## src/rtl/srw_pkg.sv

```systemverilog
`default_nettype none
// ----------------------------------------------------------------------------
// srw_pkg: shared types and constants of the sequence-number reorder window
// Request and status codes, cell commands, controller states, default sizes.
// ----------------------------------------------------------------------------
package srw_pkg;

   // default sizes
   localparam int DEPTH_DEF     = 64;
   localparam int SEQ_BITS_DEF  = 16;
   localparam int BYTE_BITS_DEF = 24;

   // fixed port widths
   localparam int REQ_W      = 2;
   localparam int SEQ_PORT_W = 16;
   localparam int LEN_W      = 16;
   localparam int STATUS_W   = 3;
   localparam int POS_PORT_W = 6;
   localparam int QCNT_W     = 7;
   localparam int RUN_W      = 16;
   localparam int MAXWIN_W   = 7;

   localparam logic [MAXWIN_W-1:0] MAXWIN_RESET = 7'd64;
   localparam logic [RUN_W-1:0]    RUN_MAX      = 16'hFFFF;

   // request codes
   localparam logic [REQ_W-1:0] REQ_ENQ = 2'd0;
   localparam logic [REQ_W-1:0] REQ_DEQ = 2'd1;
   localparam logic [REQ_W-1:0] REQ_CLR = 2'd2;

   // status codes
   localparam logic [STATUS_W-1:0] STS_ADDED   = 3'd0;
   localparam logic [STATUS_W-1:0] STS_NEW     = 3'd1;
   localparam logic [STATUS_W-1:0] STS_LATE    = 3'd2;
   localparam logic [STATUS_W-1:0] STS_EARLY   = 3'd3;
   localparam logic [STATUS_W-1:0] STS_DEQ     = 3'd4;
   localparam logic [STATUS_W-1:0] STS_EMPTY   = 3'd5;
   localparam logic [STATUS_W-1:0] STS_CLEARED = 3'd6;

   // command broadcast to every cell
   typedef enum logic [1:0] {
      CELL_HOLD,
      CELL_SHIFT,
      CELL_ADD,
      CELL_APPEND
   } cell_op_type;

   // action decided at accept, carried out in the execute cycle
   typedef enum logic [2:0] {
      ACT_ADD,
      ACT_APPEND,
      ACT_LATE,
      ACT_EARLY,
      ACT_DEQ,
      ACT_EMPTY,
      ACT_CLEAR
   } act_type;

   typedef enum logic {
      ST_IDLE,
      ST_EXEC
   } state_type;

endpackage
`default_nettype wire

```

## src/rtl/srw_cell.sv

```systemverilog
`default_nettype none
// ----------------------------------------------------------------------------
// srw_cell: one slot of the reorder window chain
// Holds one frame slot; takes its neighbor's slot on a dequeue, or a write
// when the broadcast position or the gap range covers its own index.
// ----------------------------------------------------------------------------
module srw_cell
   import srw_pkg::*;
#(
   parameter int DEPTH     = DEPTH_DEF,
   parameter int INDEX     = 0,
   parameter int SEQ_BITS  = SEQ_BITS_DEF,
   parameter int BYTE_BITS = BYTE_BITS_DEF,
   localparam int IDX_W    = $clog2(DEPTH),
   localparam int CNT_W    = $clog2(DEPTH + 1)
) (
   input  wire                  clock,
   input  cell_op_type          op,
   input  wire [IDX_W-1:0]      wr_pos,
   input  wire [CNT_W-1:0]      wr_lo,
   input  wire [SEQ_BITS-1:0]   wr_seq,
   input  wire [BYTE_BITS-1:0]  wr_bytes,
   input  wire [SEQ_BITS-1:0]   nxt_seq,
   input  wire [BYTE_BITS-1:0]  nxt_bytes,
   input  wire                  nxt_filled,
   output logic [SEQ_BITS-1:0]  seq,
   output logic [BYTE_BITS-1:0] bytes,
   output logic                 filled
);

   logic [SEQ_BITS-1:0]  seq_ff, seq_in;
   logic [BYTE_BITS-1:0] bytes_ff, bytes_in;
   logic                 filled_ff, filled_in;
   logic                 hit, in_gap;

   assign hit    = (wr_pos == IDX_W'(INDEX));
   assign in_gap = (CNT_W'(INDEX) >= wr_lo) && (IDX_W'(INDEX) < wr_pos);

   // slot update
   always_comb begin
      seq_in    = seq_ff;
      bytes_in  = bytes_ff;
      filled_in = filled_ff;
      unique case (op)
         CELL_HOLD: begin
         end
         CELL_SHIFT: begin
            seq_in    = nxt_seq;
            bytes_in  = nxt_bytes;
            filled_in = nxt_filled;
         end
         CELL_ADD: begin
            if (hit) begin
               seq_in    = wr_seq;
               bytes_in  = wr_bytes;
               filled_in = 1'b1;
            end
         end
         CELL_APPEND: begin
            if (hit) begin
               seq_in    = wr_seq;
               bytes_in  = wr_bytes;
               filled_in = 1'b1;
            end else if (in_gap) begin
               seq_in    = '0;
               bytes_in  = '0;
               filled_in = 1'b0;
            end
         end
         default: begin
         end
      endcase
   end

   // payload only, no reset
   always_ff @(posedge clock) begin
      seq_ff    <= seq_in;
      bytes_ff  <= bytes_in;
      filled_ff <= filled_in;
   end

   assign seq    = seq_ff;
   assign bytes  = bytes_ff;
   assign filled = filled_ff;

endmodule
`default_nettype wire

```

## config.mk

```make
export PLATFORM = sky130hd
export DESIGN_NAME = srw_cell
export DESIGN_NICKNAME = d
export VERILOG_FILES = /design/src/rtl/srw_pkg.sv /design/src/rtl/srw_cell.sv
export SDC_FILE = /design/constraint.sdc
export NUM_CORES = 1
export LEC_CHECK = 0
export BUFFER_PORTS_ARGS = -buffer_cell sky130_fd_sc_hd__buf_4
export CORE_AREA = 2 2 69 71
export CTS_CLUSTER_DIAMETER = 200
export DETAILED_ROUTE_END_ITERATION = 8
export DIE_AREA = 0 0 71 73
export PLACE_DENSITY = 0.81
export SETUP_SLACK_MARGIN = 0.02
export SLEW_MARGIN = 5
export SYNTH_ARGS = -nofsm -noshare
export SYNTH_HDL_FRONTEND = slang
export SYNTH_SLANG_ARGS = --single-unit
```

## constraint.sdc

```tcl
create_clock -name clock -period 4.1 [get_ports clock]
set_input_delay 0.41 -clock clock [delete_from_list [all_inputs] [get_ports clock]]
set_output_delay 0.41 -clock clock [all_outputs]
set_load 0.02 [all_outputs]
```

==> results.json, run 1 <==
{
  "status": "finished clean",
  "root_buffer": "clkbuf_8",
  "first_pass_iters": 4,
  "fmax_mhz": 485,
  "ys_ff_latch": 41,
  "die_h_um": 73,
  "final_antenna_net_count": 0,
  "cts_tree": "done",
  "use_met3": 0.0428,
  "clockBufferDepth": 2,
  "clkSlewWorstSetupHoldPaths_ns": 0.07,
  "grt_pass1_wl_um": 7210,
  "netlist_instances": 100,
  "syn_area_mm2": 0.00178,
  "fin_crit_ns": 2.06,
  "final_max_slew_viol_count": 0,
  "final_nets": 334,
  "cts_resized": 0,
  "diodes": 0,
  "slew_headroom": 0.304,
  "numCtsBuffers": 5,
  "worst_pin_slew_ns": 1.04,
  "grt_util_all_layers": 0.183,
  "drt_iter0_markers": 123,
  "peakVddDrop_mv": 0.154,
  "total_power_uw": 1040,
  "met2_usage": 0.329,
  "htree_num_levels": 2,
  "syn-num-nets": 197,
  "yosys_warnings": 0,
  "place_inst": 284,
  "use_met1": 0.215,
  "hold_buffers": 0,
  "grt_overflow_total": 0,
  "rsz0062_at_grt": "false",
  "p_per_area_mw_per_mm2": 356,
  "io_buffers": 137,
  "wirelength_um": 4760,
  "drc": 0,
  "place_ws_ns": 1.73,
  "hold_violations": 0,
  "max_cap_viol_count": 0,
  "row_count": 25,
  "grt_pass1_vias": 1442,
  "worstSetupPathType": "in2reg",
  "instances_no_fill": 292,
  "io_pins": 138,
  "cts_setup_buffers": 0,
  "wl_per_cell_um": 16.3,
  "core_area_mm2": 0.00454,
  "routabilityCongestion": 0.746,
  "path_max_fanout": 40,
  "die_width_um": 71,
  "startpoint_type": "input port",
  "worst_setup_path_end_kind": "flop",
  "worstPathRequired_ns": 4.25,
  "synth_area_per_cell_um2": 17.8,
  "avgViaCountPerCell": 5.00,
  "grt_busiest_layer": "met2",
  "hold_path_class": "in2reg",
  "dieArea_mm2": 0.00518,
  "cts_sinks": 41,
  "fin_crit_sh": 0.503,
  "fin_tns_setup_ns": 0,
  "vias": 1459,
  "grt_max_degree": 42,
  "seq_area_frac_synth": 0.693,
  "drive_gt1_frac": 0.773,
  "p_leak_uw": 0.00127,
  "cp.arrival_ns": 2.21,
  "dpl.hpwl_um": 3550,
  "start_util": 0.392,
  "setup_ws_ns": 2.04,
  "synthDistinctLibCells": 15,
  "antenna_found_initial": 0,
  "setup_viol": 0,
  "area_growth_pct": 64.8
}
critical path, cell delays in order:
cell and delay [ns]:
buf_4 0.11, or4b_4 0.56, o21ai_4 0.83, a22o_2 0.28
cells in the mapped netlist (all sizes together):
master / instances / share of area
nor2: 1 / 0.0021
a22o: 40 / 0.22
clkbuf: 4 / 0.0084
o21ai: 1 / 0.0092
or2b: 1 / 0.0042
nor4b: 1 / 0.0049
or4b: 1 / 0.0077
edfxtp: 41 / 0.69
o221ai: 1 / 0.0049
or3: 1 / 0.0035
nor4: 1 / 0.0035
a221o: 1 / 0.0056
inv: 2 / 0.0042
buf: 4 / 0.025
cells in the final DEF, fill, tap and decap left out:
master,netlist,routed
buf_4,0,138
edfxtp_1,41,41
a22o_2,37,37
clkbuf_8,0,5
a22o_1,3,3
inv_1,2,2
or4b_4,1,1
or3_1,1,1
or2b_1,1,1
o21ai_4,1,1
o221ai_1,1,1
nor4b_1,1,1
nor4_1,1,1
nor2_1,1,1
a221o_2,0,1
bufinv_16,0,1
clkbuf_1,4,1
clkinv_1,0,1
report_power, final:
part | leakage (uW) | switching (uW) | internal [uW] | total (uW)
registers | 0.000369 | 8.67 | 502 | 510
logic | 0.000851 | 97.8 | 126 | 224
clock network | 0.0000528 | 130 | 180 | 309
cell type report:
cell class | count | area, um2
clock buffers | 6 | 72.6
well taps | 54 | 67.6
flip-flops and latches | 41 | 1230
fillers | 346 | 1610
multi-input cells | 49 | 479
clock inverters | 2 | 33.8
inverters | 2 | 7.51
repair buffers | 138 | 1040
state kept, by name (all words and copies together), names as in the netlist:
| register | flops |
|---|---|
| bytes | 24 |
| filled | 1 |
| seq | 16 |
through the flow:
step / hold slack (ns) / util / area [um2]
2_1_floorplan: 0.612 / - / 1780
6_report: 0.412 / 0.646 / 2930
4_1_cts: 0.404 / 0.646 / 2930
3_3_place_gp: 0.701 / 0.622 / 2820
3_5_place_dp: 0.703 / 0.622 / 2820
5_1_grt: 0.399 / 0.646 / 2930
kinds of logic (layout without fill, tap and decap cells):
kind of cell / Yosys count / after routing / synth area share
and+or+nand+nor: 6 / 6 / 0.0261
buffers and inverters: 10 / 148 / 0.0380
AOI/OAI and AO/OA: 43 / 43 / 0.243
DFF: 41 / 41 / 0.693
routing by layer:
layer / vias up / share of wire
li1: 701 / -
met1: 683 / 0.37
met2: 67 / 0.56
met3: 8 / 0.058
met4: 0 / 0.018
met5: - / 0
worst paths after layout:
kind | depth (start not counted) | from | slack, ns | end
max | 4 | wr_pos[3] | 2.04 | seq[3]
min | 2 | wr_bytes[3] | 0.41 | bytes[3]
Note: power is estimated with default switching activity, not from simulation.
==> run 2, diff against run 1 <==
- ABC_AREA: not set -> 1
- CORE_AREA: 2 2 69 71 -> 2 2 75 77
- DIE_AREA: 0 0 71 73 -> 0 0 77 79
- PLACE_DENSITY: 0.81 -> 0.74
- clock period: 4.1 -> 1.7 ns (I/O delays scaled with it)
==> run 2 against run 1 <==
Clock power is 140% higher. Routed wire length rose by 2.8%. Critical path depth fell by 3. Cell count increased by 38%. Flip-flop and latch count stayed put. Non-clock buffer count increased by 5. Critical endpoint is now bytes[3]. Largest cell class unchanged. Final area up 4.8%. Worst setup slack got worse by 1.3 ns. Global-route usage decreased by 1.6 points. Worst hold slack got worse by 0.26 ns.
==> results.json, run 2 <==
{
  "dpl.hpwl_um": 3890,
  "avgViaCountPerCell": 4.26,
  "root_buffer": "clkbuf_8",
  "clockBufferDepth": 2,
  "critPathBufInv": 1,
  "final_antenna_net_count": 0,
  "io_pins": 138,
  "io_buffers": 137,
  "layout_common_cells": "buf_4, nand2_1, edfxtp_1",
  "hold_violations": 0,
  "p_leak_uw": 0.00150,
  "synth_edf_count": 41,
  "yosys.area_share.simple": 0.282,
  "grt_max_degree": 42,
  "numCtsBuffers": 5,
  "max_stage_delay_ns": 0.38,
  "grt_util_all_layers": 0.167,
  "final_util": 0.575,
  "grt_pass1_wl_um": 7950,
  "p_per_area_mw_per_mm2": 819,
  "grt_busiest_layer": "met2",
  "drive_gt1_frac": 0.464,
  "fin_tns_setup_ns": 0,
  "seq_area_frac_synth": 0.669,
  "hold_buffers": 0,
  "place_ws_ns": 0.378,
  "ys_ff_latch": 41,
  "htree_num_levels": 2,
  "largest_reg_flops": 24,
  "grt_overflow_total": 0,
  "status": "finished clean",
  "place_inst": 396,
  "fmax_mhz": 998,
  "die_width_um": 77,
  "syn_area_mm2": 0.00184,
  "synth.cells.most_frequent": "nand2_1, edfxtp_1, nor2_1",
  "worstPathRequired_ns": 1.53,
  "crit_chain": "buf_4",
  "fin_crit_ns": 1.00,
  "final_area_mm2": 0.00307,
  "drt_iter0_markers": 43,
  "met2_usage": 0.308,
  "worst_setup_path_end_kind": "output port",
  "synth_top_family_by_area": "simple AND/OR/NAND/NOR gates",
  "syn-num-nets": 286,
  "startpoint_type": "flop",
  "cp.arrival_ns": 0.83,
  "synthArstFlopShare": 0,
  "synth.area.mux_share": 0,
  "wirelength_um": 4890,
  "path_max_fanout": 1,
  "synthTopCellsByArea": "edfxtp_1, nand2_1, buf_6",
  "yosys_warnings": 0,
  "final_nets": 428,
  "layout_commonest_cell": "buf_4",
  "setup_viol": 0,
  "cts_setup_buffers": 0,
  "peakVddDrop_mv": 0.420,
  "synth_xor_area_frac": 0,
  "start_util": 0.345,
  "synthDistinctLibCells": 12,
  "instances_no_fill": 404,
  "cts_sinks": 41,
  "cpMaxStageDelayCell": "edfxtp_1",
  "clkSlewWorstSetupHoldPaths_ns": 0.07,
  "use_met3": 0.0580,
  "fin_crit_sh": 0.589,
  "final_max_slew_viol_count": 0,
  "yosysMostFrequentCell": "nand2_1",
  "slew_headroom": 0.728,
  "netlist_instances": 189,
  "dieArea_mm2": 0.00608,
  "max_cap_viol_count": 0,
  "cts_tree": "done",
  "setup_ws_ns": 0.698,
  "die_h_um": 79,
  "synth_compound_area_frac": 0.0116,
  "synth_fa_ha_area_frac": 0,
  "worst_pin_slew_ns": 0.407,
  "routabilityCongestion": 0.727,
  "dpl_cell_area_mm2": 0.00296,
  "cts_resized": 0,
  "antenna_found_initial": 0,
  "core_area_mm2": 0.00534,
  "vias": 1723,
  "row_count": 27,
  "grt_pass1_vias": 1722,
  "area_growth_pct": 66.8,
  "worstSetupPathType": "reg2out",
  "synth_ff_type": "edfxtp_1",
  "nFillCells": 497,
  "synth_area_per_cell_um2": 9.73,
  "synth_top_area_frac": 0.669,
  "first_pass_iters": 4,
  "diodes": 0,
  "rsz0062_at_grt": "false",
  "cp_top_family": "flip-flops",
  "drc": 0,
  "hold_path_class": "in2reg",
  "wl_per_cell_um": 12.1,
  "yosysTopAreaCell": "edfxtp_1",
  "use_met1": 0.181
}
==> run 2: per-stage QoR <==
stage          power (uW)  hold WS [ns]
2_1_floorplan        1480         0.349
3_3_place_gp         1780         0.440
3_5_place_dp         1800         0.438
4_1_cts              2550         0.132
5_1_grt              2640         0.142
6_report             2510         0.147
==> run 2: layer usage <==
layer	routed length [um]	share of wire	up-vias
met1	1850	0.38	750
met5	0	0	-
met2	2570	0.52	78
met4	65	0.013	0
li1	-	-	889
met3	404	0.083	6
==> run 2: power breakdown <==
part	internal [uW]	total, uW	leakage [uW]	switching, uW
clock network	432	745	0.0000518	313
registers	1210	1230	0.000369	20.8
logic	279	538	0.00108	260
total	1920	2510	0.00150	594
==> run 2: kinds of logic (layout without fill, tap and decap cells) <==
family / Yosys count / after routing
and+or+nand+nor: 136 / 136
DFF: 41 / 41
buffers and inverters: 10 / 153
AOI/OAI and AO/OA: 2 / 2
==> run 2: cell type report <==
cell class	count	area (um2)	area share
Inverter	2	7.51	0.00245
Multi-Input combinational cell	138	543	0.177
Timing Repair Buffer	143	1090	0.354
Sequential cell	41	1230	0.401
Clock inverter	3	41.3	0.0135
Tap cell	72	90.1	0.0294
Clock buffer	5	68.8	0.0224
==> run 2: worst paths after layout <==
path | end | from | depth (start not counted)
max | bytes[3] | bytes[3] | 1
min | seq[3] | wr_seq[3] | 3
